## config.mk

```make
export PLATFORM = sky130hd
export DESIGN_NAME = box_collision_response_core
export DESIGN_NICKNAME = d
export VERILOG_FILES = /design/src/design/cbr_pkg.sv /design/src/design/box_collision_response_core.sv /design/src/design/cbr_overlap.sv /design/src/design/cbr_damp.sv /design/src/design/cbr_resolve.sv
export SDC_FILE = /design/constraint.sdc
export NUM_CORES = 2
export LEC_CHECK = 0
export BUFFER_PORTS_ARGS = -buffer_cell sky130_fd_sc_hd__buf_4
export CORE_MARGIN = 4
export CORE_UTILIZATION = 50
export DETAILED_ROUTE_END_ITERATION = 10
export MAX_ROUTING_LAYER = met4
export PLACE_DENSITY = 0.67
export SLEW_MARGIN = 25
export SYNTH_ARGS = -nofsm -noshare
export SYNTH_HDL_FRONTEND = slang
export SYNTH_SLANG_ARGS = --single-unit
```

## constraint.sdc

```tcl
create_clock -name clk -period 8.15 [get_ports clk]
set_input_delay 0.815 -clock clk [delete_from_list [all_inputs] [get_ports clk]]
set_output_delay 0.815 -clock clk [all_outputs]
set_load 0.005 [all_outputs]
```

## src/design/cbr_pkg.sv

```systemverilog
// Shared widths, payload types and saturation helper for the box collision response core.
`default_nettype none

package cbr_pkg;

    // Field widths of one beat.
    localparam int COORD_WIDTH = 16;
    localparam int HALF_WIDTH  = 14;
    localparam int DAMP_WIDTH  = 9;
    localparam int DAMP_FRAC   = 8;
    localparam int DAMP_HALF   = 1 << (DAMP_FRAC - 1);
    localparam logic [DAMP_WIDTH-1:0] DAMP_RESET = DAMP_WIDTH'(205);

    // Derived internal widths.
    localparam int DIFF_W = COORD_WIDTH + 1;
    localparam int SH_W   = HALF_WIDTH + 1;
    localparam int SUM_W  = ((DIFF_W > SH_W + 1) ? DIFF_W : SH_W + 1) + 1;
    localparam int PEN_W  = SUM_W - 1;
    localparam int REL_W  = COORD_WIDTH + 1;
    localparam int PROD_W = PEN_W + REL_W;
    localparam int MUL_W  = COORD_WIDTH + DAMP_WIDTH + 1;
    localparam int RND_W  = MUL_W + 1;
    localparam int POS_W  = ((COORD_WIDTH > PEN_W + 1) ? COORD_WIDTH : PEN_W + 1) + 1;
    localparam int SAT_W  = (RND_W > POS_W) ? RND_W : POS_W;

    // Velocity lanes of the damping unit.
    localparam int NUM_VEL = 4;
    localparam int VEL_AX  = 0;
    localparam int VEL_AY  = 1;
    localparam int VEL_BX  = 2;
    localparam int VEL_BY  = 3;

    typedef logic signed [COORD_WIDTH-1:0] coord_t;
    typedef logic        [HALF_WIDTH-1:0]  half_t;
    typedef logic        [DAMP_WIDTH-1:0]  damp_t;

    // One input beat: a pair of boxes.
    typedef struct packed {
        coord_t a_pos_x;
        coord_t a_pos_y;
        coord_t a_vel_x;
        coord_t a_vel_y;
        half_t  a_half_size;
        coord_t b_pos_x;
        coord_t b_pos_y;
        coord_t b_vel_x;
        coord_t b_vel_y;
        half_t  b_half_size;
    } cbr_in_t;

    // One result beat.
    typedef struct packed {
        logic   hit;
        logic   vertical;
        coord_t new_a_pos_x;
        coord_t new_a_pos_y;
        coord_t new_a_vel_x;
        coord_t new_a_vel_y;
        coord_t new_b_vel_x;
        coord_t new_b_vel_y;
    } cbr_out_t;

    // Overlap and penetration results handed from the front end to the resolver.
    typedef struct packed {
        logic               valid;
        logic               hit;
        logic               rx_pos;
        logic               ry_pos;
        logic [PEN_W-1:0]   px;
        logic [PEN_W-1:0]   py;
        logic [REL_W-1:0]   abs_rx;
        logic [REL_W-1:0]   abs_ry;
        coord_t             a_pos_x;
        coord_t             a_pos_y;
        coord_t             a_vel_x;
        coord_t             a_vel_y;
        coord_t             b_vel_x;
        coord_t             b_vel_y;
    } cbr_geom_t;

    // Clamp a wide signed value to the coordinate range.
    function automatic coord_t sat_coord(input logic signed [SAT_W-1:0] v);
        logic signed [SAT_W-1:0] hi;
        logic signed [SAT_W-1:0] lo;
        hi = {{(SAT_W - COORD_WIDTH + 1){1'b0}}, {(COORD_WIDTH - 1){1'b1}}};
        lo = {{(SAT_W - COORD_WIDTH + 1){1'b1}}, {(COORD_WIDTH - 1){1'b0}}};
        if (v > hi)
        begin
            return hi[COORD_WIDTH-1:0];
        end
        else if (v < lo)
        begin
            return lo[COORD_WIDTH-1:0];
        end
        return v[COORD_WIDTH-1:0];
    endfunction

endpackage

`default_nettype wire

```

## src/design/box_collision_response_core.sv

```systemverilog
// Top level of the box collision response core: four-stage pipeline and damping register.
//
//   Channel   Signals                         Beat taken when
//   --------  ------------------------------  ---------------------------
//   input     start, busy, item               start && !busy
//   result    done, result                    done (one cycle, no stall)
//   config    cfg_valid, cfg_ready, cfg_data  cfg_valid && cfg_ready
//
// One box pair enters every cycle; busy is never raised, so the input rate is one beat per clock.
// Each result passes through the four register stages
// (differences, overlap and penetration, cross products, axis selection).
// Reset clears the stage valid bits and loads the damping factor with its default of 205.
// The result side has no stall; cfg_ready is high only while no beat is in flight or offered.
`default_nettype none

module box_collision_response_core
    import cbr_pkg::*;
(
    input  wire logic      clk,
    input  wire logic      rst_n,
    input  wire logic      start,
    output logic           busy,
    input  wire cbr_in_t   item,
    output logic           done,
    output cbr_out_t       result,
    input  wire logic      cfg_valid,
    output logic           cfg_ready,
    input  wire damp_t     cfg_data
);

    damp_t                damping_reg;
    logic                 accept;
    logic                 front_busy, back_busy;
    cbr_geom_t            geom;
    coord_t [NUM_VEL-1:0] vel_in;
    coord_t [NUM_VEL-1:0] vel_damped;

    assign busy      = 1'b0;
    assign accept    = start && !busy;
    assign cfg_ready = !front_busy && !back_busy && !start;

    // Damping factor register.
    always_ff @(posedge clk or negedge rst_n)
    begin
        if (!rst_n)
        begin
            damping_reg <= DAMP_RESET;
        end
        else if (cfg_valid && cfg_ready)
        begin
            damping_reg <= cfg_data;
        end
    end

    // Velocity lanes for the damping unit.
    always_comb
    begin
        vel_in[VEL_AX] = item.a_vel_x;
        vel_in[VEL_AY] = item.a_vel_y;
        vel_in[VEL_BX] = item.b_vel_x;
        vel_in[VEL_BY] = item.b_vel_y;
    end

    cbr_overlap u_overlap (
        .clk      (clk),
        .rst_n    (rst_n),
        .in_valid (accept),
        .in_item  (item),
        .busy     (front_busy),
        .geom     (geom)
    );

    cbr_damp u_damp (
        .clk     (clk),
        .damping (damping_reg),
        .vel     (vel_in),
        .damped  (vel_damped)
    );

    cbr_resolve u_resolve (
        .clk       (clk),
        .rst_n     (rst_n),
        .geom      (geom),
        .damped    (vel_damped),
        .busy      (back_busy),
        .out_valid (done),
        .out_item  (result)
    );

    // Every accepted beat produces its result.
    a_latency : assert property (@(posedge clk) disable iff (!rst_n)
        accept |-> ##4 done)
        else $error("accepted beat produced no result");

    // A result needs an earlier accepted beat.
    a_no_phantom : assert property (@(posedge clk) disable iff (!rst_n)
        done |-> $past(accept, 4))
        else $error("result without an input beat");

    // A vertical resolution only follows a hit.
    a_vert_hit : assert property (@(posedge clk) disable iff (!rst_n)
        (done && result.vertical) |-> result.hit)
        else $error("vertical flagged without a hit");

    // Without a hit, box A position passes through.
    a_miss_pass : assert property (@(posedge clk) disable iff (!rst_n)
        (done && !result.hit) |->
            (result.new_a_pos_x == $past(item.a_pos_x, 4)) &&
            (result.new_a_pos_y == $past(item.a_pos_y, 4)))
        else $error("position changed on a miss");

endmodule

`default_nettype wire

```

## src/design/cbr_overlap.sv

```systemverilog
// Front end: edge differences, overlap test and penetration depths over two stages.
`default_nettype none

module cbr_overlap
    import cbr_pkg::*;
(
    input  wire logic      clk,
    input  wire logic      rst_n,
    input  wire logic      in_valid,
    input  wire cbr_in_t   in_item,
    output logic           busy,
    output cbr_geom_t      geom
);

    // Stage one registers.
    logic                     s1_valid_reg;
    logic signed [DIFF_W-1:0] dx_reg, dy_reg;
    logic [SH_W-1:0]          sh_reg;
    logic signed [REL_W-1:0]  rx_reg, ry_reg;
    coord_t                   apx_reg, apy_reg, avx_reg, avy_reg, bvx_reg, bvy_reg;

    logic signed [DIFF_W-1:0] dx_next, dy_next;
    logic [SH_W-1:0]          sh_next;
    logic signed [REL_W-1:0]  rx_next, ry_next;

    // Stage two register.
    cbr_geom_t geom_reg, geom_next;

    // Center offsets, summed half sizes and relative velocity.
    always_comb
    begin
        dx_next = DIFF_W'(in_item.a_pos_x) - DIFF_W'(in_item.b_pos_x);
        dy_next = DIFF_W'(in_item.a_pos_y) - DIFF_W'(in_item.b_pos_y);
        sh_next = SH_W'(in_item.a_half_size) + SH_W'(in_item.b_half_size);
        rx_next = REL_W'(in_item.a_vel_x) - REL_W'(in_item.b_vel_x);
        ry_next = REL_W'(in_item.a_vel_y) - REL_W'(in_item.b_vel_y);
    end

    always_ff @(posedge clk or negedge rst_n)
    begin
        if (!rst_n)
        begin
            s1_valid_reg <= 1'b0;
        end
        else
        begin
            s1_valid_reg <= in_valid;
        end
    end

    always_ff @(posedge clk)
    begin
        dx_reg  <= dx_next;
        dy_reg  <= dy_next;
        sh_reg  <= sh_next;
        rx_reg  <= rx_next;
        ry_reg  <= ry_next;
        apx_reg <= in_item.a_pos_x;
        apy_reg <= in_item.a_pos_y;
        avx_reg <= in_item.a_vel_x;
        avy_reg <= in_item.a_vel_y;
        bvx_reg <= in_item.b_vel_x;
        bvy_reg <= in_item.b_vel_y;
    end

    // Overlap test and side choice from the sign of the relative velocity.
    logic signed [SUM_W-1:0] sh_wide;
    logic signed [SUM_W-1:0] ax_sum, bx_sum, ay_sum, by_sum;
    logic                    ov_x, ov_y;

    always_comb
    begin
        sh_wide = SUM_W'(signed'({1'b0, sh_reg}));
        ax_sum  = sh_wide + SUM_W'(dx_reg);
        bx_sum  = sh_wide - SUM_W'(dx_reg);
        ay_sum  = sh_wide + SUM_W'(dy_reg);
        by_sum  = sh_wide - SUM_W'(dy_reg);
        ov_x    = !ax_sum[SUM_W-1] && (ax_sum != '0) && !bx_sum[SUM_W-1] && (bx_sum != '0);
        ov_y    = !ay_sum[SUM_W-1] && (ay_sum != '0) && !by_sum[SUM_W-1] && (by_sum != '0);

        geom_next.valid   = s1_valid_reg;
        geom_next.hit     = ov_x && ov_y;
        geom_next.rx_pos  = !rx_reg[REL_W-1] && (rx_reg != '0);
        geom_next.ry_pos  = !ry_reg[REL_W-1] && (ry_reg != '0);
        geom_next.px      = geom_next.rx_pos ? ax_sum[PEN_W-1:0] : bx_sum[PEN_W-1:0];
        geom_next.py      = geom_next.ry_pos ? ay_sum[PEN_W-1:0] : by_sum[PEN_W-1:0];
        geom_next.abs_rx  = rx_reg[REL_W-1] ? REL_W'(-rx_reg) : REL_W'(rx_reg);
        geom_next.abs_ry  = ry_reg[REL_W-1] ? REL_W'(-ry_reg) : REL_W'(ry_reg);
        geom_next.a_pos_x = apx_reg;
        geom_next.a_pos_y = apy_reg;
        geom_next.a_vel_x = avx_reg;
        geom_next.a_vel_y = avy_reg;
        geom_next.b_vel_x = bvx_reg;
        geom_next.b_vel_y = bvy_reg;
    end

    // Stage two register; reset clears the whole beat, valid bit included.
    always_ff @(posedge clk or negedge rst_n)
    begin
        if (!rst_n)
        begin
            geom_reg <= '0;
        end
        else
        begin
            geom_reg <= geom_next;
        end
    end

    assign geom = geom_reg;
    assign busy = s1_valid_reg || geom_reg.valid;

endmodule

`default_nettype wire

```

## src/design/cbr_damp.sv

```systemverilog
// Damping unit: scales four velocities by the damping factor in two stages.
`default_nettype none

module cbr_damp
    import cbr_pkg::*;
(
    input  wire logic                   clk,
    input  wire damp_t                  damping,
    input  wire coord_t [NUM_VEL-1:0]   vel,
    output coord_t      [NUM_VEL-1:0]   damped
);

    for (genvar i = 0; i < NUM_VEL; i++)
    begin : g_lane
        logic signed [MUL_W-1:0] prod_next;
        logic signed [MUL_W-1:0] prod_reg;
        logic signed [RND_W-1:0] rounded;
        logic signed [RND_W-1:0] shifted;
        coord_t                  damped_reg;

        // Multiply by the unsigned Q1.8 factor.
        assign prod_next = MUL_W'(signed'(vel[i])) * MUL_W'(signed'({1'b0, damping}));

        // Round to nearest with ties upward, then saturate.
        always_comb
        begin
            rounded = RND_W'(prod_reg) + RND_W'(DAMP_HALF);
            shifted = rounded >>> DAMP_FRAC;
        end

        always_ff @(posedge clk)
        begin
            prod_reg   <= prod_next;
            damped_reg <= sat_coord(SAT_W'(shifted));
        end

        assign damped[i] = damped_reg;
    end

endmodule

`default_nettype wire

```

## src/design/cbr_resolve.sv

```systemverilog
// Resolver: cross products, pushed-out positions and final selection over two stages.
`default_nettype none

module cbr_resolve
    import cbr_pkg::*;
(
    input  wire logic                   clk,
    input  wire logic                   rst_n,
    input  wire cbr_geom_t              geom,
    input  wire coord_t [NUM_VEL-1:0]   damped,
    output logic                        busy,
    output logic                        out_valid,
    output cbr_out_t                    out_item
);

    // Stage three registers.
    logic                 s3_valid_reg;
    logic                 s3_hit_reg;
    logic [PROD_W-1:0]    prod_v_reg, prod_h_reg;
    coord_t               pos_x_reg, pos_y_reg;
    coord_t               apx_reg, apy_reg, avx_reg, avy_reg, bvx_reg, bvy_reg;
    coord_t               dvel_reg [NUM_VEL];

    // Stage four registers.
    logic                 valid_reg;
    cbr_out_t             out_reg, out_next;

    // Cross products and candidate positions.
    logic [PROD_W-1:0]       prod_v_next, prod_h_next;
    logic signed [POS_W-1:0] px_wide, py_wide, x_moved, y_moved;

    always_comb
    begin
        prod_v_next = PROD_W'(geom.abs_ry) * PROD_W'(geom.px);
        prod_h_next = PROD_W'(geom.abs_rx) * PROD_W'(geom.py);
        px_wide     = POS_W'(signed'({1'b0, geom.px}));
        py_wide     = POS_W'(signed'({1'b0, geom.py}));
        x_moved     = geom.rx_pos ? POS_W'(geom.a_pos_x) - px_wide
                                  : POS_W'(geom.a_pos_x) + px_wide;
        y_moved     = geom.ry_pos ? POS_W'(geom.a_pos_y) - py_wide
                                  : POS_W'(geom.a_pos_y) + py_wide;
    end

    always_ff @(posedge clk or negedge rst_n)
    begin
        if (!rst_n)
        begin
            s3_valid_reg <= 1'b0;
            valid_reg    <= 1'b0;
        end
        else
        begin
            s3_valid_reg <= geom.valid;
            valid_reg    <= s3_valid_reg;
        end
    end

    always_ff @(posedge clk)
    begin
        s3_hit_reg <= geom.hit;
        prod_v_reg <= prod_v_next;
        prod_h_reg <= prod_h_next;
        pos_x_reg  <= sat_coord(SAT_W'(x_moved));
        pos_y_reg  <= sat_coord(SAT_W'(y_moved));
        apx_reg    <= geom.a_pos_x;
        apy_reg    <= geom.a_pos_y;
        avx_reg    <= geom.a_vel_x;
        avy_reg    <= geom.a_vel_y;
        bvx_reg    <= geom.b_vel_x;
        bvy_reg    <= geom.b_vel_y;
        for (int i = 0; i < NUM_VEL; i++)
        begin
            dvel_reg[i] <= damped[i];
        end
    end

    // Axis choice; a tie of the products resolves horizontally.
    always_comb
    begin
        out_next.hit         = s3_hit_reg;
        out_next.vertical    = s3_hit_reg && (prod_v_reg > prod_h_reg);
        out_next.new_a_pos_x = apx_reg;
        out_next.new_a_pos_y = apy_reg;
        out_next.new_a_vel_x = avx_reg;
        out_next.new_a_vel_y = avy_reg;
        out_next.new_b_vel_x = bvx_reg;
        out_next.new_b_vel_y = bvy_reg;
        if (s3_hit_reg)
        begin
            if (out_next.vertical)
            begin
                out_next.new_a_pos_y = pos_y_reg;
                out_next.new_a_vel_y = dvel_reg[VEL_BY];
                out_next.new_b_vel_y = dvel_reg[VEL_AY];
            end
            else
            begin
                out_next.new_a_pos_x = pos_x_reg;
                out_next.new_a_vel_x = dvel_reg[VEL_BX];
                out_next.new_b_vel_x = dvel_reg[VEL_AX];
            end
        end
    end

    always_ff @(posedge clk)
    begin
        out_reg <= out_next;
    end

    assign out_valid = valid_reg;
    assign out_item  = out_reg;
    assign busy      = s3_valid_reg || valid_reg;

endmodule

`default_nettype wire

```

After elaboration in Yosys (flattened, before gate mapping)
Memory sizes are Yosys's and may differ from the RTL's. Index checks and enable logic that the tools add are counted.

Register bits after elaboration: 822. Memory bits (writable): 64. Input bits: 169. Output and inout port bits: 101. Logic and storage cells: 168. Memories kept: 1.

Memory list: u_resolve.dvel_reg (depth 4, width 16, rd ports 4, clocked after Yosys merged registers in 0, write ports 4, line cbr_resolve.sv:22) `coord_t dvel_reg [NUM_VEL];`.

$add $sub $neg: 19. $mul: 6. $lt $le $gt $ge: 13. Mux-type cells: 43. Reduce and logical (&&, ||, !) cells: 30.

Operators with widths (number): 16-bit two-way mux (24); 19-bit by 16-bit greater-than comparator with 1-bit output (second input constant) (6); 19-bit by 16-bit < comparator with 1-bit output (second input constant) (6); 26-bit by 9-bit adder with 27-bit output (second input constant) (4); 16-bit by 10-bit multiplier with 26-bit output (4); 96-bit two-way mux (1); 18-bit nonzero test (4); 17-bit by 17-bit multiplier with 34-bit output (2); 17-bit two-way mux (4); 16-bit by 16-bit subtractor with 17-bit output (4); 16-bit by 18-bit adder with 19-bit output (2); 19-bit two-way mux (2); 16-bit by 18-bit subtractor with 19-bit output (2); 16-bit by 17-bit adder with 18-bit output (2); 16-bit by 17-bit subtractor with 18-bit output (2); 34-bit greater-than comparator (1); 17-bit negator (2); 17-bit nonzero test (2); 14-bit by 14-bit adder with 15-bit output (1); 1-bit logical AND (13); 1-bit two-way mux (12); 1-bit zero test (9); 1-bit logical OR (2).

Depth between registers and ports, before layout
Word-level depth: 6. Gate-level depth with buffers: 26. Gate-level depth less buffers: 24.

Modules after synthesis
From an unflattened synthesis, not the netlist that was laid out.

Cells, all modules: 7461. Area total of the unflattened synthesis: 71658.7 um2.

By module, submodules not included: cbr_resolve (instances 1, cells an instance 3204, area an instance 30965.9 um2, seq. area each 7236.9 um2); cbr_damp (instances 1, cells an instance 2716, area an instance 24671.2 um2, seq. area each 2802.7 um2); cbr_overlap (instances 1, cells an instance 1519, area an instance 15648.8 um2, seq. area each 7812.5 um2); box_collision_response_core (instances 1, cells an instance 22, area an instance 372.9 um2, seq. area each 231.5 um2).

Worst setup path before layout
Ideal clock, no wire load.

Path type: register to register. Start: register u_overlap.geom_reg (netlist bit u_overlap.geom[132]). End: register u_resolve.prod_h_reg[32]. Setup time: 127 ps. Arrival: 6396 ps. Data required time: 8023 ps. Setup slack: 1627 ps. Stages on the path, launching flop included: 24. Path buffers: 2. Clock period less this slack: 6523 ps. Cells stage by stage: dfrtp_1 -> clkbuf_1 -> clkbuf_1 -> nand2_1 -> fa_1 -> fa_1 -> fa_1 -> inv_1 -> fa_1 -> fa_1 -> inv_1 -> fa_1 -> inv_1 -> ha_1 -> a21oi_1 -> o21ai_0 -> o41ai_1 -> and2_1 -> a2111oi_0 -> a211o_1 -> or4_1 -> a31oi_1 -> o21ai_0 -> xor2_1.

Longest elaborated chain between the ends: 1.

RTL lines: start: declaration (line cbr_overlap.sv:27) `cbr_geom_t geom_reg, geom_next;`; start signal: assignment (line cbr_overlap.sv:106) `geom_reg <= geom_next;`; 17-bit by 17-bit multiplier with 34-bit output (line cbr_resolve.sv:35) `prod_h_next = PROD_W'(geom.abs_rx) * PROD_W'(geom.py);`; net u_resolve.prod_h_next[32] (line cbr_resolve.sv:29) `logic [PROD_W-1:0] prod_v_next, prod_h_next;`; end signal: assignment (line cbr_resolve.sv:62) `prod_h_reg <= prod_h_next;`; end: declaration (line cbr_resolve.sv:19) `logic [PROD_W-1:0] prod_v_reg, prod_h_reg;`.

The timed path passes the listed nets, and every way through them passes these cells. A chain may end at the register's enable or synchronous reset.

Worst setup path in the final report
Ends and elaborated chain as after synthesis.

==> results.toml <==
[timing]
finalCriticalPeriod_ns = 7.20
final_max_slew_viol_count = 0
finalSetupViolCount = 0
hold-worst-slack_ns = 0.113
tns_ns = 0
hold_viol = 0
finClkSkew_ns = 0.0487
max_freq_mhz = 139
relSlewSlack = 0.351
fin_crit_sh = 0.884
fin_ws_ns = 0.946
rsz0062_at_grt = "false"
tightest_slew_ns = 0.973

[critical_path]
setup.worst_path.end_class = "flop"
critPathLaunchType = "flop"
path_common_cell = "fa_1"
required_ns = 8.71
crit_fanout = 22
cp_cell_sequence = "nand2_1 > fa_1 > fa_1 > fa_1 > inv_1 > fa_1 > fa_1 > inv_1 > fa_1 > inv_1 > ha_1 > a21o_1 > a211oi_1 > o22ai_1 > nor2_1 > a2111oi_0 > a211o_1 > or4_1 > a31oi_1 > o21ai_0 > xor2_1"
crit_type = "flop to flop"
critPathBufInv = 3
cp.arrival_ns = 7.77
cp_slowest_stage_delay_ns = 0.86
critPathSlowestCell = "dfrtp_1"
cp_top_family = "adder cells"

[finish]
fillers = 12500
final_common_cell = "inv_1"
layout-drive-gt1-share = 0.0825
areaGrowthSynthToFinish_pct = 9.83
final_cell_mix = "inv_1 (1,284), fa_1 (943), nand2_1 (693)"
largest_register_ffs = 168
fin_cells = 9462
register_area_um2 = 18100
multi_input_area_um2 = 47100
layout.nets = 9255

[global_routing]
antenna_found_initial = 13
grt_first_pass_wirelength_um = 279000
grt_max_degree = 122
overflow = 0
grt_pass1_vias = 52500
grt_util_all_layers = 0.246

[synthesis]
synth_top_flop_cell = "dfxtp_1"
syn-num-nets = 9106
async_flop_share = 0.210
yosys_warnings = 0
yosys.cell_types.count = 94
postSynthCellCount = 7342
yosys.area.top_type = "fa_1"
synth-seq-area-share = 0.255
synth_area_per_cell_um2 = 9.68
synth_top_cell_area_share = 0.266
synth_area_um2 = 71000
synth-edff-count = 0
synth_area_leaders = "fa_1 (27%), dfxtp_1 (19%), ha_1 (11%)"
ys_ff_latch = 858

[routing]
drt_wl_total_um = 173000
first_iter_violations = 2722
drt_pass1_iterations = 6
ant_nets = 0
vias = 49400
wl_per_cell_um = 18.3
drcViolationCount = 0
routed_via_density = 5.22

[cts]
cts_root_buf = "clkbuf_16"
cts_resized = 0
clkSlewWorstSetupHoldPaths_ns = 0.06
post_cts_buffers = 0
hold_buffers = 0
cts_num_sinks = 858
cts_buffers = 90
cts_tree = "yes"
h-tree-depth = 3
clk_path_buf_depth = 3
clk_latency_ns = 0.72

[run_status]
status = "finished clean"

[floorplanning]
die_w_um = 385
die_h_um = 385
io_pins = 270
start_util = 0.502
core.rowCount = 138
core_um2 = 141000
die_area_um2 = 148000

[place]
gp_congestion = 0.906
dp_cells = 9288
dp_hpwl_um = 136000
port_buffers = 268
post-place-ws_ns = 1.00

[min_path]
min_path_type = "primary input to asynchronous set/reset pin"

[flow_run]
cap_violations = 0
[worst register-to-register path: stages, from the launching register on]
cell and delay [ns]:
dfrtp_1 0.86, nand2_1 0.19, fa_1 0.55, fa_1 0.51, fa_1 0.51, inv_1 0.06, fa_1 0.50, fa_1 0.50
inv_1 0.05, fa_1 0.47, inv_1 0.04, ha_1 0.35, a21o_1 0.20, a211oi_1 0.23, o22ai_1 0.14, nor2_1 0.33
a2111oi_0 0.24, a211o_1 0.36, or4_1 0.43, a31oi_1 0.26, o21ai_0 0.15, xor2_1 0.15
[Yosys cell counts (all sizes together) (19+ instances only)]
cell,count
nor3,95
nor2,280
dfxtp,678
a211oi,22
nand4,32
xor2,122
and2,628
a21boi,21
buf,31
o21ai,235
ha,652
nor2b,61
fa,943
inv,1286
or3,33
nand3,75
dfrtp,175
o21a,51
xnor2,266
a31oi,28
o31ai,23
and3,42
nand2,694
mux2,107
nand2b,39
a21oi,201
a21o,83
clkbuf,221
a2111oi,19
[worst paths after layout]
path,startpoint,cells after the start,slack [ns],end
setup reg to reg,u_overlap.geom[132],21,0.95,u_resolve.prod_h_reg[32]
setup / recovery,u_overlap.geom[132],21,0.95,u_resolve.prod_h_reg[32]
min in group clk,start,1,0.20,u_overlap.s1_valid_reg
hold / removal,rst_n,1,0.11,u_overlap.geom[94]
max in group asynchronous,rst_n,2,6.77,u_overlap.geom[44]
hold reg to reg,u_overlap.avy_reg[3],0,0.32,u_overlap.geom[35]
[final cells by class]
| class | count | share of cell area |
|---|---|---|
| Sequential cell | 858 | 0.232 |
| Clock inverter | 43 | 0.00840 |
| Tap cell | 1890 | 0.0303 |
| Timing Repair Buffer | 309 | 0.0303 |
| Antenna cell | 4 | 0.000128 |
| Clock buffer | 126 | 0.0329 |
| Multi-Input combinational cell | 4945 | 0.604 |
| Inverter | 1287 | 0.0619 |
[cell families after synthesis]
family / count (synthesis) / synth area share
and+or+nand+nor: 2041 / 0.144
DFF: 858 / 0.255
other: 1 / 0.0000528
adders and majority gates: 1595 / 0.381
buffers and inverters: 1539 / 0.0822
muxes: 125 / 0.0195
xor gates and xnor gates: 388 / 0.0479
AOI/OAI and AO/OA: 795 / 0.0717
[routing by layer]
layer,global-route usage,share of wire,vias up
met5,-,0,-
met4,0.0861,0.036,0
met3,0.0300,0.047,273
met2,0.423,0.50,1074
met1,0.299,0.41,24900
li1,-,-,23200
[per-stage QoR]
| step | instance area (um^2) | utilization |
|---|---|---|
| 2_1_floorplan | 71000 | - |
| 3_3_place_gp | 74800 | 0.529 |
| 3_5_place_dp | 74800 | 0.529 |
| 4_1_cts | 78000 | 0.552 |
| 5_1_grt | 78000 | 0.552 |
| 6_report | 78000 | 0.552 |
Power is not shown: default switching activity piles up to over one toggle a cycle in this logic, so the estimate is an artifact.
